==> src/design/rrb_pkg.sv <==
`default_nettype none
package rrb_pkg;

	localparam int NUM_TASKS_DEF = 4;
	localparam int QUANTUM = 2;
	localparam int NUM_BURST = 4;

	localparam logic [3:0] RESET_BURST = 4'd4;
	localparam logic [15:0] RESET_BASE_PC = 16'd1000;

	typedef enum logic [1:0] {
		EV_RAN = 2'd0,
		EV_DONE = 2'd1,
		EV_BLOCKED = 2'd2,
		EV_IDLE = 2'd3
	} event_t;

	typedef enum logic [2:0] {
		REG_BURST0 = 3'd0,
		REG_BURST1 = 3'd1,
		REG_BURST2 = 3'd2,
		REG_BURST3 = 3'd3,
		REG_BASE_PC = 3'd4
	} reg_idx_t;

	typedef struct packed {
		logic [NUM_BURST-1:0][3:0] burst;
		logic [15:0] base_pc;
	} cfg_t;

	typedef struct packed {
		logic [1:0] task_id;
		event_t event_res;
		logic [15:0] pc_after;
		logic [3:0] executed_after;
		logic all_done;
	} result_t;

endpackage
`default_nettype wire

==> src/design/rrb_qmem.sv <==
`default_nettype none
module rrb_qmem #(
	parameter int NUM_TASKS = rrb_pkg::NUM_TASKS_DEF,
	parameter int TW = $clog2(rrb_pkg::NUM_TASKS_DEF)
) (
	input wire logic clk,
	input wire logic arst_n,
	input wire logic re,
	input wire logic [TW-1:0] ridx_r,
	input wire logic [TW-1:0] ridx_b,
	output logic [TW-1:0] rdata_r,
	output logic [TW-1:0] rdata_b,
	input wire logic we,
	input wire logic wblk,
	input wire logic [TW-1:0] widx,
	input wire logic [TW-1:0] wdata
);

	localparam int DEPTH = 2 ** (TW + 1);

	// lower half: ready queue, upper half: blocked queue
	logic [TW-1:0] mem [DEPTH];
	logic [NUM_TASKS-1:0] vld_q;

	always_ff @(posedge clk) begin
		if (we) begin
			mem[{wblk, widx}] <= wdata;
		end
	end

	always_ff @(posedge clk) begin
		if (re) begin
			rdata_r <= vld_q[ridx_r] ? mem[{1'b0, ridx_r}] : ridx_r;
			rdata_b <= mem[{1'b1, ridx_b}];
		end
	end

	always_ff @(posedge clk or negedge arst_n) begin
		if (!arst_n) begin
			vld_q <= '0;
		end else if (we && !wblk) begin
			vld_q[widx] <= 1'b1;
		end
	end

endmodule
`default_nettype wire

==> src/design/rrb_xmem.sv <==
`default_nettype none
module rrb_xmem #(
	parameter int NUM_TASKS = rrb_pkg::NUM_TASKS_DEF,
	parameter int TW = $clog2(rrb_pkg::NUM_TASKS_DEF)
) (
	input wire logic clk,
	input wire logic arst_n,
	input wire logic re,
	input wire logic [TW-1:0] raddr,
	output logic [3:0] rdata,
	input wire logic we,
	input wire logic [TW-1:0] waddr,
	input wire logic [3:0] wdata
);

	logic [3:0] mem [NUM_TASKS];
	logic [NUM_TASKS-1:0] vld_q;

	always_ff @(posedge clk) begin
		if (we) begin
			mem[waddr] <= wdata;
		end
	end

	always_ff @(posedge clk) begin
		if (re) begin
			rdata <= vld_q[raddr] ? mem[raddr] : 4'd0;
		end
	end

	always_ff @(posedge clk or negedge arst_n) begin
		if (!arst_n) begin
			vld_q <= '0;
		end else if (we) begin
			vld_q[waddr] <= 1'b1;
		end
	end

endmodule
`default_nettype wire

==> src/design/rrb_sched.sv <==
`default_nettype none
module rrb_sched #(
	parameter int NUM_TASKS = rrb_pkg::NUM_TASKS_DEF,
	parameter int TW = $clog2(rrb_pkg::NUM_TASKS_DEF)
) (
	input wire logic clk,
	input wire logic arst_n,
	input wire rrb_pkg::cfg_t cfg,
	input wire logic in_valid,
	output logic in_ready,
	input wire logic [3:0] in_mask,
	output logic out_valid,
	input wire logic out_ready,
	output rrb_pkg::result_t out_res
);

	localparam int CW = $clog2(NUM_TASKS + 1);
	localparam logic [TW-1:0] LAST = TW'(NUM_TASKS - 1);
	localparam logic [TW:0] WRAP = (TW+1)'(NUM_TASKS);
	localparam logic [CW-1:0] FULL = CW'(NUM_TASKS);

	typedef enum logic [1:0] {ST_IDLE, ST_S1, ST_S2} state_t;

	state_t state_q;
	logic [3:0] mask_q;
	logic [TW-1:0] rhead_q, bhead_q;
	logic [CW-1:0] rcnt_q, bcnt_q;
	logic [TW-1:0] task_s2;
	logic has_s2, busy_s2;
	logic out_valid_q;
	rrb_pkg::result_t res_q;

	logic acc;
	logic [TW-1:0] rd_r, rd_b;
	logic [3:0] x_rd;

	logic b_do, b_busy, b_free, r_push, has1;
	logic [CW-1:0] rc1, rcnt_n1, bcnt_n1;
	logic [TW-1:0] rhead_n1, bhead_n1, task_sel;
	logic q_we, q_wblk;
	logic [TW-1:0] q_widx, q_wdata;

	logic fire;
	logic [4:0] e_sum;
	logic [3:0] e_sat, exe_out, bur;
	logic x_we;
	rrb_pkg::event_t ev;
	logic [CW-1:0] rcnt_n2, bcnt_n2;
	logic [15:0] pc;
	rrb_pkg::result_t res_d;

	function automatic logic [TW-1:0] inc(input logic [TW-1:0] t);
		return (t == LAST) ? '0 : t + 1'b1;
	endfunction

	function automatic logic [TW-1:0] wrap(input logic [TW-1:0] h, input logic [CW-1:0] c);
		logic [TW:0] s;
		s = {1'b0, h} + (TW+1)'(c);
		return (s >= WRAP) ? TW'(s - WRAP) : TW'(s);
	endfunction

	function automatic logic is_busy(input logic [3:0] m, input logic [TW-1:0] t);
		logic [31:0] t32;
		t32 = 32'(t);
		return (t32 < 32'(rrb_pkg::NUM_BURST)) && m[t32[1:0]];
	endfunction

	function automatic logic [3:0] burst_of(input rrb_pkg::cfg_t c, input logic [TW-1:0] t);
		logic [31:0] t32;
		t32 = 32'(t);
		return (t32 < 32'(rrb_pkg::NUM_BURST)) ? c.burst[t32[1:0]] : 4'd0;
	endfunction

	function automatic logic [15:0] pc_base(input rrb_pkg::cfg_t c, input logic [TW-1:0] t);
		logic [15:0] acc_pc;
		acc_pc = c.base_pc;
		for (int i = 0; i < rrb_pkg::NUM_BURST; i++) begin
			if (32'(i) < 32'(t)) begin
				acc_pc = acc_pc + 16'(c.burst[i]);
			end
		end
		return acc_pc;
	endfunction

	assign in_ready = (state_q == ST_IDLE);
	assign acc = in_valid && in_ready;
	assign out_valid = out_valid_q;
	assign out_res = res_q;

	// S1: blocked head step, then ready head pop
	always_comb begin
		b_do = (bcnt_q != '0);
		b_busy = is_busy(mask_q, rd_b);
		b_free = b_do && !b_busy;
		bhead_n1 = b_do ? inc(bhead_q) : bhead_q;
		bcnt_n1 = b_free ? bcnt_q - 1'b1 : bcnt_q;
		r_push = b_free && (rcnt_q < FULL);
		rc1 = rcnt_q + CW'(r_push);
		has1 = (rc1 != '0);
		task_sel = (rcnt_q == '0) ? rd_b : rd_r;
		rhead_n1 = has1 ? inc(rhead_q) : rhead_q;
		rcnt_n1 = has1 ? rc1 - 1'b1 : rc1;
	end

	// S2: run, block or complete the popped task, or report idle when none was popped
	always_comb begin
		fire = (state_q == ST_S2) && (!out_valid_q || out_ready);
		bur = burst_of(cfg, task_s2);
		e_sum = 5'(x_rd) + 5'(rrb_pkg::QUANTUM);
		e_sat = (e_sum > 5'd15) ? 4'd15 : e_sum[3:0];
		x_we = 1'b0;
		rcnt_n2 = rcnt_q;
		bcnt_n2 = bcnt_q;
		exe_out = x_rd;
		ev = rrb_pkg::EV_IDLE;
		if (!has_s2) begin
			exe_out = 4'd0;
		end else if (busy_s2) begin
			ev = rrb_pkg::EV_BLOCKED;
			if (bcnt_q < FULL) begin
				bcnt_n2 = bcnt_q + 1'b1;
			end
		end else if (x_rd >= bur) begin
			ev = rrb_pkg::EV_DONE;
		end else begin
			x_we = fire;
			exe_out = e_sat;
			if (e_sat >= bur) begin
				ev = rrb_pkg::EV_DONE;
			end else begin
				ev = rrb_pkg::EV_RAN;
				if (rcnt_q < FULL) begin
					rcnt_n2 = rcnt_q + 1'b1;
				end
			end
		end
		pc = has_s2 ? pc_base(cfg, task_s2) + 16'(exe_out) : 16'd0;
		res_d.task_id = has_s2 ? 2'(task_s2) : 2'd0;
		res_d.event_res = ev;
		res_d.pc_after = pc;
		res_d.executed_after = exe_out;
		res_d.all_done = (rcnt_n2 == '0) && (bcnt_n2 == '0);
	end

	always_comb begin
		q_we = 1'b0;
		q_wblk = 1'b0;
		q_widx = wrap(rhead_q, rcnt_q);
		q_wdata = rd_b;
		if (state_q == ST_S1) begin
			q_we = b_do && (b_busy || r_push);
			q_wblk = b_busy;
			q_widx = b_busy ? wrap(bhead_q, bcnt_q) : wrap(rhead_q, rcnt_q);
		end else if (fire && has_s2) begin
			q_wdata = task_s2;
			if (busy_s2) begin
				q_we = (bcnt_q < FULL);
				q_wblk = 1'b1;
				q_widx = wrap(bhead_q, bcnt_q);
			end else begin
				q_we = (ev == rrb_pkg::EV_RAN) && (rcnt_q < FULL);
			end
		end
	end

	rrb_qmem #(.NUM_TASKS(NUM_TASKS), .TW(TW)) u_qmem (
		.clk(clk),
		.arst_n(arst_n),
		.re(acc),
		.ridx_r(rhead_q),
		.ridx_b(bhead_q),
		.rdata_r(rd_r),
		.rdata_b(rd_b),
		.we(q_we),
		.wblk(q_wblk),
		.widx(q_widx),
		.wdata(q_wdata)
	);

	rrb_xmem #(.NUM_TASKS(NUM_TASKS), .TW(TW)) u_xmem (
		.clk(clk),
		.arst_n(arst_n),
		.re((state_q == ST_S1) && has1),
		.raddr(task_sel),
		.rdata(x_rd),
		.we(x_we),
		.waddr(task_s2),
		.wdata(e_sat)
	);

	always_ff @(posedge clk or negedge arst_n) begin
		if (!arst_n) begin
			state_q <= ST_IDLE;
			rhead_q <= '0;
			bhead_q <= '0;
			rcnt_q <= FULL;
			bcnt_q <= '0;
			has_s2 <= 1'b0;
			busy_s2 <= 1'b0;
			out_valid_q <= 1'b0;
		end else begin
			if (fire) begin
				out_valid_q <= 1'b1;
			end else if (out_ready) begin
				out_valid_q <= 1'b0;
			end
			case (state_q)
				ST_IDLE: begin
					if (acc) begin
						state_q <= ST_S1;
					end
				end
				ST_S1: begin
					rhead_q <= rhead_n1;
					bhead_q <= bhead_n1;
					rcnt_q <= rcnt_n1;
					bcnt_q <= bcnt_n1;
					has_s2 <= has1;
					busy_s2 <= is_busy(mask_q, task_sel);
					state_q <= ST_S2;
				end
				ST_S2: begin
					if (fire) begin
						rcnt_q <= rcnt_n2;
						bcnt_q <= bcnt_n2;
						state_q <= ST_IDLE;
					end
				end
				default: begin
					state_q <= ST_IDLE;
				end
			endcase
		end
	end

	always_ff @(posedge clk) begin
		if (acc) begin
			mask_q <= in_mask;
		end
		if (state_q == ST_S1) begin
			task_s2 <= task_sel;
		end
		if (fire) begin
			res_q <= res_d;
		end
	end

endmodule
`default_nettype wire

==> src/design/round_robin_with_blocking_core.sv <==
`default_nettype none
// Round-robin scheduler with a blocked queue. Each stream transaction on the slave
// side is one scheduling slot carrying the busy mask of held resources; each slot
// yields exactly one result transaction. The accepting edge reads both heads from the
// queue memory; state S1 then moves the blocked head and pops the ready head while
// it reads that task's executed count, and state S2 updates the count, requeues the
// task and registers the result, waiting while the sink has not taken the last one.
// The next slot is accepted once the result is registered, even while that result
// still waits for the sink.
// Both queues share one synchronous memory and the executed counts sit in a second
// one; per-entry valid bits supply the reset contents, so no clearing pass is
// needed. Program burst lengths and base program counter over APB only while idle.
module round_robin_with_blocking_core #(
	parameter int NUM_TASKS = rrb_pkg::NUM_TASKS_DEF
) (
	input wire logic clk,
	input wire logic arst_n,
	input wire logic psel,
	input wire logic penable,
	input wire logic pwrite,
	input wire logic [4:0] paddr,
	input wire logic [31:0] pwdata,
	output logic [31:0] prdata,
	output logic pready,
	input wire logic s_axis_tvalid,
	output logic s_axis_tready,
	input wire logic [7:0] s_axis_tdata,   // [3:0] busy_mask
	output logic m_axis_tvalid,
	input wire logic m_axis_tready,
	output logic [23:0] m_axis_tdata,      // [1:0] task_id, [17:2] pc_after,
	                                       // [21:18] executed_after
	output logic [1:0] m_axis_tuser,       // [1:0] event_res
	output logic m_axis_tlast              // all_done
);

	localparam int TW = $clog2(NUM_TASKS);

	rrb_pkg::cfg_t cfg_q;
	rrb_pkg::result_t res;
	rrb_pkg::reg_idx_t ridx;
	logic wr_en;

	assign pready = 1'b1;
	assign ridx = rrb_pkg::reg_idx_t'(paddr[4:2]);
	assign wr_en = psel && penable && pwrite && pready;

	always_comb begin
		case (ridx)
			rrb_pkg::REG_BURST0: prdata = 32'(cfg_q.burst[0]);
			rrb_pkg::REG_BURST1: prdata = 32'(cfg_q.burst[1]);
			rrb_pkg::REG_BURST2: prdata = 32'(cfg_q.burst[2]);
			rrb_pkg::REG_BURST3: prdata = 32'(cfg_q.burst[3]);
			rrb_pkg::REG_BASE_PC: prdata = 32'(cfg_q.base_pc);
			default: prdata = 32'd0;
		endcase
	end

	always_ff @(posedge clk or negedge arst_n) begin
		if (!arst_n) begin
			cfg_q.burst <= {rrb_pkg::NUM_BURST{rrb_pkg::RESET_BURST}};
			cfg_q.base_pc <= rrb_pkg::RESET_BASE_PC;
		end else if (wr_en) begin
			case (ridx)
				rrb_pkg::REG_BURST0: cfg_q.burst[0] <= pwdata[3:0];
				rrb_pkg::REG_BURST1: cfg_q.burst[1] <= pwdata[3:0];
				rrb_pkg::REG_BURST2: cfg_q.burst[2] <= pwdata[3:0];
				rrb_pkg::REG_BURST3: cfg_q.burst[3] <= pwdata[3:0];
				rrb_pkg::REG_BASE_PC: cfg_q.base_pc <= pwdata[15:0];
				default: ;
			endcase
		end
	end

	rrb_sched #(.NUM_TASKS(NUM_TASKS), .TW(TW)) u_sched (
		.clk(clk),
		.arst_n(arst_n),
		.cfg(cfg_q),
		.in_valid(s_axis_tvalid),
		.in_ready(s_axis_tready),
		.in_mask(s_axis_tdata[3:0]),
		.out_valid(m_axis_tvalid),
		.out_ready(m_axis_tready),
		.out_res(res)
	);

	assign m_axis_tdata = {2'b00, res.executed_after, res.pc_after, res.task_id};
	assign m_axis_tuser = res.event_res;
	assign m_axis_tlast = res.all_done;

`ifndef SYNTHESIS
	a_idle_zero: assert property (@(posedge clk) disable iff (!arst_n)
		m_axis_tvalid && (m_axis_tuser == rrb_pkg::EV_IDLE) |-> m_axis_tdata == 24'd0)
		else $error("idle slot carries nonzero payload");

	a_ran_not_done: assert property (@(posedge clk) disable iff (!arst_n)
		m_axis_tvalid && (m_axis_tuser == rrb_pkg::EV_RAN || m_axis_tuser == rrb_pkg::EV_BLOCKED)
		|-> !m_axis_tlast)
		else $error("requeued task reported with both queues empty");

	a_one_slot: assert property (@(posedge clk) disable iff (!arst_n)
		s_axis_tvalid && s_axis_tready |=> !s_axis_tready)
		else $error("slot accepted while previous slot in progress");
`endif

endmodule
`default_nettype wire

==> config.mk <==
export PLATFORM = sky130hd
export DESIGN_NAME = round_robin_with_blocking_core
export DESIGN_NICKNAME = d
export VERILOG_FILES = /design/src/design/rrb_pkg.sv /design/src/design/rrb_qmem.sv /design/src/design/rrb_xmem.sv /design/src/design/rrb_sched.sv /design/src/design/round_robin_with_blocking_core.sv
export SDC_FILE = /design/constraint.sdc
export NUM_CORES = 1
export LEC_CHECK = 0
export BUFFER_PORTS_ARGS = -buffer_cell sky130_fd_sc_hd__buf_2
export CAP_MARGIN = 10
export CORE_UTILIZATION = 45
export DETAILED_ROUTE_END_ITERATION = 6
export PLACE_DENSITY = 0.7
export SLEW_MARGIN = 20
export SYNTH_ARGS = -nofsm -noshare
export SYNTH_HDL_FRONTEND = slang
export SYNTH_HIERARCHICAL = 1
export SYNTH_SLANG_ARGS = --single-unit
export TNS_END_PERCENT = 10
==> constraint.sdc <==
create_clock -name clk -period 7.7 [get_ports clk]
set_input_delay 0.77 -clock clk [delete_from_list [all_inputs] [get_ports clk]]
set_output_delay 0.77 -clock clk [all_outputs]
set_load 0.02 [all_outputs]
==> impl_metrics.json, run 1 <==
{
  "leakagePower_uw": 0.00382,
  "critPathRequiredTime_ps": 7880,
  "slew_headroom_pct": 38.8,
  "worst_ir_drop_vdd_mv": 0.231,
  "grt-busiest-layer": "met2",
  "area_growth_pct": 13.2,
  "instances_no_fill": 1056,
  "grt_max_degree": 56,
  "holdCritPathClass": "flip-flop to flip-flop",
  "gp_congestion": 0.839,
  "cts_made_buffers": 17,
  "clock-sinks": 126,
  "fin_crit_ps": 5840,
  "fin_area_um2": 9230,
  "num_vias": 5853,
  "antenna_found_initial": 0,
  "synth_compound_area_share_pct": 12.2,
  "antenna_cells": 0,
  "worst-setup-path-type": "flip-flop to flip-flop",
  "synth_mux_area_share_pct": 12.3,
  "track_usage_pct": 20.2,
  "dp_slack_ps": 1850,
  "routed_via_density": 5.54,
  "drtAntennaViolNets": 0,
  "yosysMostFrequentCell": "edfxtp_1",
  "std_cell_rows": 48,
  "use_met2_pct": 30.0,
  "drive_gt1_share_pct": 23.0,
  "start_kind": "flip-flop",
  "synth_top_family_by_area": "simple AND/OR/NAND/NOR gates",
  "start_util_pct": 46.7,
  "tightest_slew_ps": 909,
  "rsz0062_at_grt": "false",
  "hold_slack_ps": 465,
  "yosys_warnings": 6,
  "switching_power_uw": 1300,
  "cts.htree.levels": 4,
  "yosysTopAreaCellShare_pct": 26.1,
  "ys_ff_latch": 126,
  "setup_ws_ps": 1860,
  "drv_cap": 0,
  "grt_use_met3_pct": 4.70,
  "cp_max_fo": 24,
  "grt.met1_usage_pct": 29.0,
  "cts_tree": "built",
  "overflow": 0,
  "ys_seq_area_share_pct": 43.2,
  "yosys.area_share.simple_pct": 16.3,
  "worstSetupEndpointType": "flip-flop",
  "post_cts_buffers": 0,
  "p_int_uw": 2050,
  "finalSetupTns_ps": 0,
  "io_buffers": 72,
  "clk_latency_ps": 420,
  "n_fill_cell": 1529,
  "grt_pass1_vias": 5521,
  "die_h_um": 137,
  "dpl_cell_area_um2": 8640,
  "fin_nets": 914,
  "wl_per_cell_um": 16.5,
  "synth_edf_count": 71,
  "hold_viol_final": 0,
  "ctsResizeCount": 0,
  "clkTransAtPathRegs_ps": 60,
  "synth_common_cells": "edfxtp_1, nor2_1, nand2_1",
  "io_pins": 114,
  "netlist_area_um2": 8160,
  "drt-initial-drc-count": 405,
  "cts_buffer_depth": 2,
  "cp.arrival_ps": 6020,
  "die-area_um2": 18700,
  "min_period_over_period_pct": 75.9,
  "synthAdderAreaFrac_pct": 7.12,
  "synth_xor_xnor_area_share_pct": 4.25,
  "fmax_mhz": 171,
  "p_comb_share_pct": 43.0,
  "grt_pass1_wl_mm": 28.6,
  "ys_types": 82,
  "yosys.area.top_type": "edfxtp_1",
  "cts_root_buf": "clkbuf_16",
  "outcome": "finished clean",
  "first_pass_iters": 5,
  "p_per_area_nw_per_um2": 363,
  "sw_frac_of_total_pct": 38.8,
  "finClkSkew_ps": 9.32,
  "synthFlopType": "edfxtp_1",
  "drv_slew": 0,
  "dp.cells": 1024,
  "synth_area_per_cell_um2": 11.0,
  "synth-async-reset-ratio_pct": 43.7,
  "yosys-top-cells-area": "edfxtp_1, dfrtp_1, ha_1",
  "core-area_um2": 17500,
  "hpwl_mm": 13.0,
  "drc": 0,
  "fp.dieW_um": 137,
  "routed_wl_mm": 17.4,
  "hold_buffers": 0,
  "setup_viol_count_final": 0,
  "synth_cells": 744,
  "seq_power_share_pct": 33.0,
  "clockPowerShare_pct": 24.0
}
-- layer usage --
layer  part of all wire [%]  vias to the layer above  routed length [um]
met2                     45                      156                7830
met3                    5.4                       17                 930
li1                       -                     2874                   -
met1                     48                     2806                8390
met5                      0                        -                   0
met4                    1.3                        0                 224
-- metrics by stage --
stage / utilization (%) / total power (uW)
6_report: 52.8 / 3350
5_1_grt: 52.8 / 3610
4_1_cts: 52.8 / 3370
3_5_place_dp: 49.4 / 2550
3_3_place_gp: 49.4 / 2500
2_1_floorplan: - / 2210
-- layout make-up --
type                    count  area, um^2  share of cell area, %
clock buffers              18         439                   4.76
clock inverters            14         159                   1.72
inverters                  32         120                   1.30
multi-input cells         566        4330                   46.9
flip-flops and latches    126        3520                   38.1
well taps                 225         282                   3.05
repair buffers             75         383                   4.15
-- final timing paths --
check	from	end	slack [ps]	cells past startpoint
worst max-delay path	u_sched/task_s2[1]	u_sched/out_res[20]	1860	18
worst min-delay path	u_sched/u_xmem/vld_q[2]	u_sched/u_xmem/vld_q[2]	460	1
worst max register to register	u_sched/task_s2[1]	u_sched/out_res[20]	1860	18
worst min register to register	u_sched/u_xmem/vld_q[2]	u_sched/u_xmem/vld_q[2]	460	1
max in group asynchronous	arst_n	u_sched/u_xmem/vld_q[3]	6740	2
min in group asynchronous	arst_n	cfg_q[12]	480	2
-- power by group through the flow --
stage               Clock [uW]  Combinational, uW  Sequential, uW
finish                     807               1440            1110
global route               857               1620            1130
CTS                        826               1440            1110
detailed placement           0               1430            1120
global placement             0               1390            1110
floorplan                    0               1120            1090
-- worst max-delay path, cell delays in order, from the launching register on --
cell,delay (ps)
edfxtp_1,880
or2_1,330
mux2_2,380
ha_1,210
inv_1,70
fa_1,400
nand2_1,70
o21ai_0,190
fa_1,510
nor2b_1,110
o21ai_0,90
a21oi_1,330
a31oi_1,130
a21oi_1,360
mux2i_1,150
a211oi_1,420
nand3_1,230
nor4b_1,340
mux2_2,370
-- state kept, by name, summed over array words and instances, names as in the netlist, 4 cells and up --
register              cells
cfg_q                    32
u_sched/mask_q            4
u_sched/out_res          25
u_sched/u_qmem/mem       16
u_sched/u_qmem/vld_q      4
u_sched/u_xmem/mem       16
u_sched/u_xmem/rdata      4
u_sched/u_xmem/vld_q      4
-- cells by family after synthesis --
| kind of cell | after synthesis |
|---|---|
| mux | 76 |
| fa+ha+maj | 44 |
| other cells | 2 |
| flops | 126 |
| compound gates | 143 |
| buf+inv | 69 |
| simple gates | 246 |
| xor+xnor | 38 |
-- cell usage in the layout, fill, tap and decap left out, types with 5 or more instances in the layout --
cell type  Yosys  routed
nand2b_1      14      14
o21ai_0       24      24
mux2i_1       13      13
o21a_1         6       6
o211ai_1       7       7
dfstp_2       11      11
nor4_1         6       6
clkbuf_16      0      17
mux4_2         8       8
nor2b_1       12      12
a21oi_1       25      25
inv_1         31      31
o22ai_1        5       5
a31oi_1        5       5
mux4_1         5       5
and2_1        27      27
conb_1         2      19
buf_2          5      72
o31ai_1        8       8
mux2_1        10      10
nand4_1        6       6
ha_1          40      40
nor2_1        57      57
xnor2_1       30      30
a211oi_1       8       8
a21o_1        16      16
nand3_1       15      15
mux2_2        40      40
or2_2         10      10
dfrtp_1       44      44
nor3_1        18      18
nand2_1       46      46
edfxtp_1      71      71
xor2_1         7       7
Note: power is estimated with default switching activity, not from simulation.
==> inputs of run 2 (changes only) <==
==> constraint.sdc (replaced) <==
create_clock -name clk -period 5.4 [get_ports clk]
set_input_delay 0.54 -clock clk [delete_from_list [all_inputs] [get_ports clk]]
set_output_delay 0.54 -clock clk [all_outputs]
set_load 0.02 [all_outputs]
==> run 2 against run 1 <==
  * Power grew 45%
  * Setup slack lost 1500 ps
  * Sequential power grew 40%
  * Via count grew 0.39%
  * Non-clock buffer count grew 9
  * Wire length shrank 2.0%
  * Combinational power grew 47%
  * Largest cell class unchanged
==> impl_metrics.json, run 2 (synthesized netlist as in run 1, its figures left out) <==
{
  "min_period_over_period_pct": 93.7,
  "drv_slew": 0,
  "switching_power_uw": 1840,
  "grt_max_degree": 56,
  "die_h_um": 137,
  "tightest_slew_ps": 799,
  "hold_viol_final": 0,
  "clockPowerShare_pct": 24.5,
  "track_usage_pct": 19.7,
  "post_cts_buffers": 0,
  "final_cell_mix": "buf_2, edfxtp_1, nor2_1",
  "ctsResizeCount": 0,
  "worst_ir_drop_vdd_mv": 0.299,
  "wl_per_cell_um": 16.0,
  "area_growth_pct": 14.8,
  "r2r_slack_ps": 340,
  "fp.dieW_um": 137,
  "io_buffers": 72,
  "num_vias": 5876,
  "drtAntennaViolNets": 0,
  "hold_slack_ps": 259,
  "dp.cells": 1033,
  "holdCritPathClass": "input pin to async pin",
  "rr_endpoint": "u_sched/out_res[20]",
  "p_per_area_nw_per_um2": 520,
  "cts_made_buffers": 17,
  "gp_congestion": 0.839,
  "antenna_cells": 0,
  "grt_pass1_wl_mm": 27.9,
  "cts_root_buf": "clkbuf_16",
  "cts_tree": "built",
  "clk_latency_ps": 420,
  "first_pass_iters": 5,
  "p_int_uw": 3020,
  "final_common_cell": "buf_2",
  "reg2reg_from": "cfg_q[0]",
  "drv_cap": 0,
  "cts_buffer_depth": 2,
  "start_kind": "flip-flop",
  "drc": 0,
  "hpwl_mm": 12.7,
  "worstSetupEndpointType": "flip-flop",
  "reg2reg_depth": 18,
  "post-route-util_pct": 53.6,
  "cp.arrival_ps": 5230,
  "leakagePower_uw": 0.00387,
  "critPathRequiredTime_ps": 5570,
  "drt-initial-drc-count": 402,
  "std_cell_rows": 48,
  "fmax_mhz": 198,
  "slew_headroom_pct": 46.2,
  "drive_gt1_share_pct": 24.6,
  "hold_buffers": 0,
  "core-area_um2": 17500,
  "grt_pass1_vias": 5430,
  "sw_frac_of_total_pct": 37.9,
  "routed_via_density": 5.52,
  "largest_register_ffs": 32,
  "clkTransAtPathRegs_ps": 60,
  "cp_max_fo": 5,
  "overflow": 0,
  "instances_no_fill": 1065,
  "clock-sinks": 126,
  "seq_power_share_pct": 31.9,
  "die-area_um2": 18700,
  "antenna_found_initial": 0,
  "io_pins": 114,
  "worst-setup-path-type": "flip-flop to flip-flop",
  "finClkSkew_ps": 6.01,
  "start_util_pct": 46.7,
  "fin_nets": 923,
  "fin_crit_ps": 5060,
  "outcome": "finished clean",
  "n_fill_cell": 1534,
  "setup_viol_count_final": 0,
  "cts.htree.levels": 4,
  "routed_wl_mm": 17.0,
  "top_register": "cfg_q",
  "p_comb_share_pct": 43.6
}
## run 2: cell count changes in the layout (fill, tap and decap cells not counted), sizes merged
cell / previous run / this run
clkinvlp: 3 / 1
inv: 35 / 34
clkinv: 6 / 5
buf: 75 / 84
bufinv: 2 / 3
clkbuf: 18 / 21
## run 2: how the worst max path moves through the flow
stage / from / to / slack, ps
after floorplan: u_sched/task_s2[1] / u_sched/out_res[20] / 330
after global placement: cfg_q[0] / u_sched/out_res[20] / 220
after detailed placement: cfg_q[0] / u_sched/out_res[20] / 100
after CTS: cfg_q[0] / u_sched/out_res[20] / 90
after global routing: cfg_q[0] / u_sched/out_res[20] / -6
final: cfg_q[0] / u_sched/out_res[20] / 340
## run 2: per-layer routing
metal / global-route usage (%) / vias up / share of wire (%) / wire length (um)
li1: - / 2897 / - / -
met1: 28.8 / 2800 / 50 / 8440
met2: 29.0 / 163 / 44 / 7500
met3: 4.07 / 16 / 5.1 / 869
met4: 6.17 / 0 / 1.3 / 216
met5: 0 / - / 0 / 0
## run 2: power by group through the flow
stage / clock network [uW] / logic [uW] / registers, uW
2_1_floorplan: 0 / 1600 / 1560
3_5_place_dp: 0 / 2080 / 1570
4_1_cts: 1220 / 2100 / 1550
5_1_grt: 1260 / 2370 / 1580
6_report: 1190 / 2120 / 1550
3_3_place_gp: 0 / 2030 / 1560
## run 2: worst max-delay path, cell delays in order (launching register included)
cell and delay, ps:
dfrtp_1 410, ha_1 250, fa_1 480, mux2_2 170, inv_1 60, fa_1 440, xnor2_1 140, mux2_2 280
ha_1 330, o21ai_0 180, nor2_1 90, o21bai_2 190, nor2_2 90, o211a_1 160, o21ba_2 210, xnor2_1 160
or3b_2 520, nor4b_2 300, mux2_2 350
## run 2: stage by stage
stage | power, uW | setup slack (ps) | TNS [ps] | cell area, um^2
global route | 5220 | -6.01 | -6.01 | 9360
detailed placement | 3650 | 105 | 0 | 8700
finish | 4860 | 343 | 0 | 9360
CTS | 4870 | 89.3 | 0 | 9330
global placement | 3590 | 218 | 0 | 8700
floorplan | 3150 | 333 | 0 | 8220
## run 2: layout make-up
cell class | instances | area (um^2) | area share [%]
inverters | 32 | 120 | 1.28
clock buffers | 21 | 470 | 5.03
well taps | 225 | 282 | 3.01
flip-flops and latches | 126 | 3520 | 37.6
repair buffers | 84 | 450 | 4.81
multi-input cells | 566 | 4360 | 46.6
clock inverters | 11 | 154 | 1.64
==> inputs of run 3 (changes only) <==
--- a/config.mk
+++ b/config.mk
@@ -5,6 +5,7 @@
 export SDC_FILE = /design/constraint.sdc
 export NUM_CORES = 1
 export LEC_CHECK = 0
+export ABC_AREA = 1
 export BUFFER_PORTS_ARGS = -buffer_cell sky130_fd_sc_hd__buf_2
 export CAP_MARGIN = 10
 export CORE_UTILIZATION = 45
@@ -13,6 +14,5 @@
 export SLEW_MARGIN = 20
 export SYNTH_ARGS = -nofsm -noshare
 export SYNTH_HDL_FRONTEND = slang
-export SYNTH_HIERARCHICAL = 1
 export SYNTH_SLANG_ARGS = --single-unit
 export TNS_END_PERCENT = 10
==> run 3 against run 2 <==
  * Final area grew 0.36%
  * Synthesized area increased by 0.48%
  * Largest cell class unchanged
  * Critical path type unchanged
  * Fmax rose by 3.2%
==> impl_metrics.json, run 3 <==
{
  "outcome": "finished clean",
  "synth_area_per_cell_um2": 7.88,
  "path_delay_family": "adder cells",
  "leakagePower_uw": 0.00453,
  "fin_area_um2": 9400,
  "synth_cells": 1040,
  "hold_viol_final": 0,
  "p_per_area_nw_per_um2": 600,
  "hpwl_mm": 13.4,
  "rsz0062_at_grt": "false",
  "area_growth_pct": 14.6,
  "cpMostUsedCell": "nand2_1",
  "drtAntennaViolNets": 0,
  "worst-setup-path-type": "flip-flop to flip-flop",
  "clock-sinks": 126,
  "yosys_warnings": 0,
  "cts_buffer_depth": 2,
  "worstSetupEndpointType": "flip-flop",
  "gp_congestion": 0.852,
  "synth_edf_count": 71,
  "final_common_cell": "nand2_1",
  "cts.htree.levels": 4,
  "worst_ir_drop_vdd_mv": 0.334,
  "top_register": "cfg_q",
  "yosysTopAreaCellShare_pct": 26.0,
  "std_cell_rows": 48,
  "clk_latency_ps": 430,
  "fmax_mhz": 204,
  "final_cell_mix": "nand2_1, inv_1, nor2_1",
  "ys_types": 47,
  "reg2reg_from": "cfg_q[16]",
  "min_period_over_period_pct": 90.7,
  "routed_wl_mm": 17.7,
  "holdCritPathClass": "input pin to async pin",
  "slew_headroom_pct": 33.9,
  "io_buffers": 72,
  "antenna_found_initial": 0,
  "die-area_um2": 18800,
  "num_vias": 6928,
  "r2r_slack_ps": 500,
  "yosysMostFrequentCell": "nand2_1",
  "drv_slew": 0,
  "die_h_um": 137,
  "yosys-top-cells-area": "edfxtp_1, dfrtp_1, nand2_1",
  "grt_pass1_wl_mm": 29.3,
  "grt_pass1_vias": 6083,
  "cp.arrival_ps": 5080,
  "ys_seq_area_share_pct": 43.0,
  "fin_crit_ps": 4900,
  "cts_root_buf": "clkbuf_16",
  "start_kind": "flip-flop",
  "dpl_cell_area_um2": 8750,
  "cts_tree": "built",
  "fp.dieW_um": 137,
  "tightest_slew_ps": 990,
  "largest_register_ffs": 32,
  "grt_max_degree": 56,
  "hold_buffers": 0,
  "ys_ff_latch": 126,
  "track_usage_pct": 20.1,
  "clkTransAtPathRegs_ps": 60,
  "yosys.area.top_type": "edfxtp_1",
  "critPathRequiredTime_ps": 5580,
  "reg2reg_depth": 31,
  "crit_buf_inv": 3,
  "finClkSkew_ps": 13.3,
  "synthFlopType": "edfxtp_1",
  "overflow": 0,
  "drive_gt1_share_pct": 16.8,
  "finalSetupTns_ps": 0,
  "fin_nets": 1220,
  "io_pins": 114,
  "cp_max_fo": 4,
  "cp_slowest_cell": "dfrtp_1",
  "p_total_uw": 5630,
  "drv_cap": 0,
  "cts_made_buffers": 17,
  "core-area_um2": 17500,
  "drt-initial-drc-count": 466,
  "cpPeakStageDelay_ps": 400,
  "synth_common_cells": "nand2_1, inv_1, nor2_1",
  "routed_via_density": 5.10,
  "synth-async-reset-ratio_pct": 43.7,
  "wl_per_cell_um": 13.0,
  "netlist_area_um2": 8200,
  "rr_endpoint": "u_sched.out_res[19]",
  "setup_viol_count_final": 0,
  "antenna_cells": 0,
  "drc": 0,
  "start_util_pct": 46.7,
  "first_pass_iters": 5
}
[run 3: changes by cell type in the layout (fill, tap and decap cells not counted), sizes merged, moves of 26 or more]
cell	before	now
nand2	46	272
inv	34	147
o21ai	27	97
nor2	59	127
mux2	50	0
nand3	15	53
and2	27	1
xnor2	30	4
[run 3: logic make-up (layout without fill, tap and decap cells)]
logic type / count (synthesis) / count (layout) / share of synthesized area (%)
DFF: 126 / 126 / 43.0
AOI/OAI and AO/OA: 176 / 176 / 11.9
xor gates and xnor gates: 15 / 15 / 1.60
adders and majority gates: 47 / 47 / 7.54
and+or+nand+nor: 499 / 499 / 27.0
buffers and inverters: 175 / 252 / 8.93
other: 2 / 19 / 0.0916
[run 3: metrics by stage]
step	std cells	setup WS [ps]	hold WS, ps	utilization (%)
5_1_grt	1359	18.2	283	53.6
3_5_place_dp	1327	270	456	49.9
2_1_floorplan	1057	731	244	-
6_report	1359	502	263	53.6
3_3_place_gp	1327	342	453	49.9
4_1_cts	1359	233	278	53.5
[run 3: what timing repair did]
item	in CTS	in global routing
gates resized for setup	0	7
buffers inserted	0	0
setup endpoints to repair	0	6
[run 3: area by class of cell]
| type | count | area, um^2 |
|---|---|---|
| clock inverter | 14 | 204 |
| clock buffer | 18 | 429 |
| tap | 225 | 282 |
| fill | 1696 | 8140 |
| inverter | 141 | 529 |
| multi-input combinational | 756 | 4020 |
| sequential | 126 | 3520 |
| timing repair buffer | 79 | 413 |
[run 3: worst max path at each step]
stage          startpoint                   to  slack, ps  cells after the start
6_report        cfg_q[16]  u_sched.out_res[19]        500                     31
2_1_floorplan    cfg_q[0]  u_sched.out_res[19]        730                     29
3_3_place_gp    cfg_q[16]  u_sched.out_res[20]        340                     28
3_5_place_dp    cfg_q[16]  u_sched.out_res[20]        270                     28
5_1_grt         cfg_q[16]  u_sched.out_res[20]         20                     28
4_1_cts         cfg_q[16]  u_sched.out_res[20]        230                     28
[run 3: where the power goes]
part	total, uW	internal, uW	switching [uW]
combinational	2740	922	1810
clock	1240	782	458
sequential	1660	1440	220
[run 3: layer usage]
layer	wire length (um)	up-vias	GRT usage, %
li1	-	3577	-
met5	0	-	0
met1	8970	3185	29.6
met2	7680	150	29.9
met4	206	0	5.74
met3	817	16	3.63
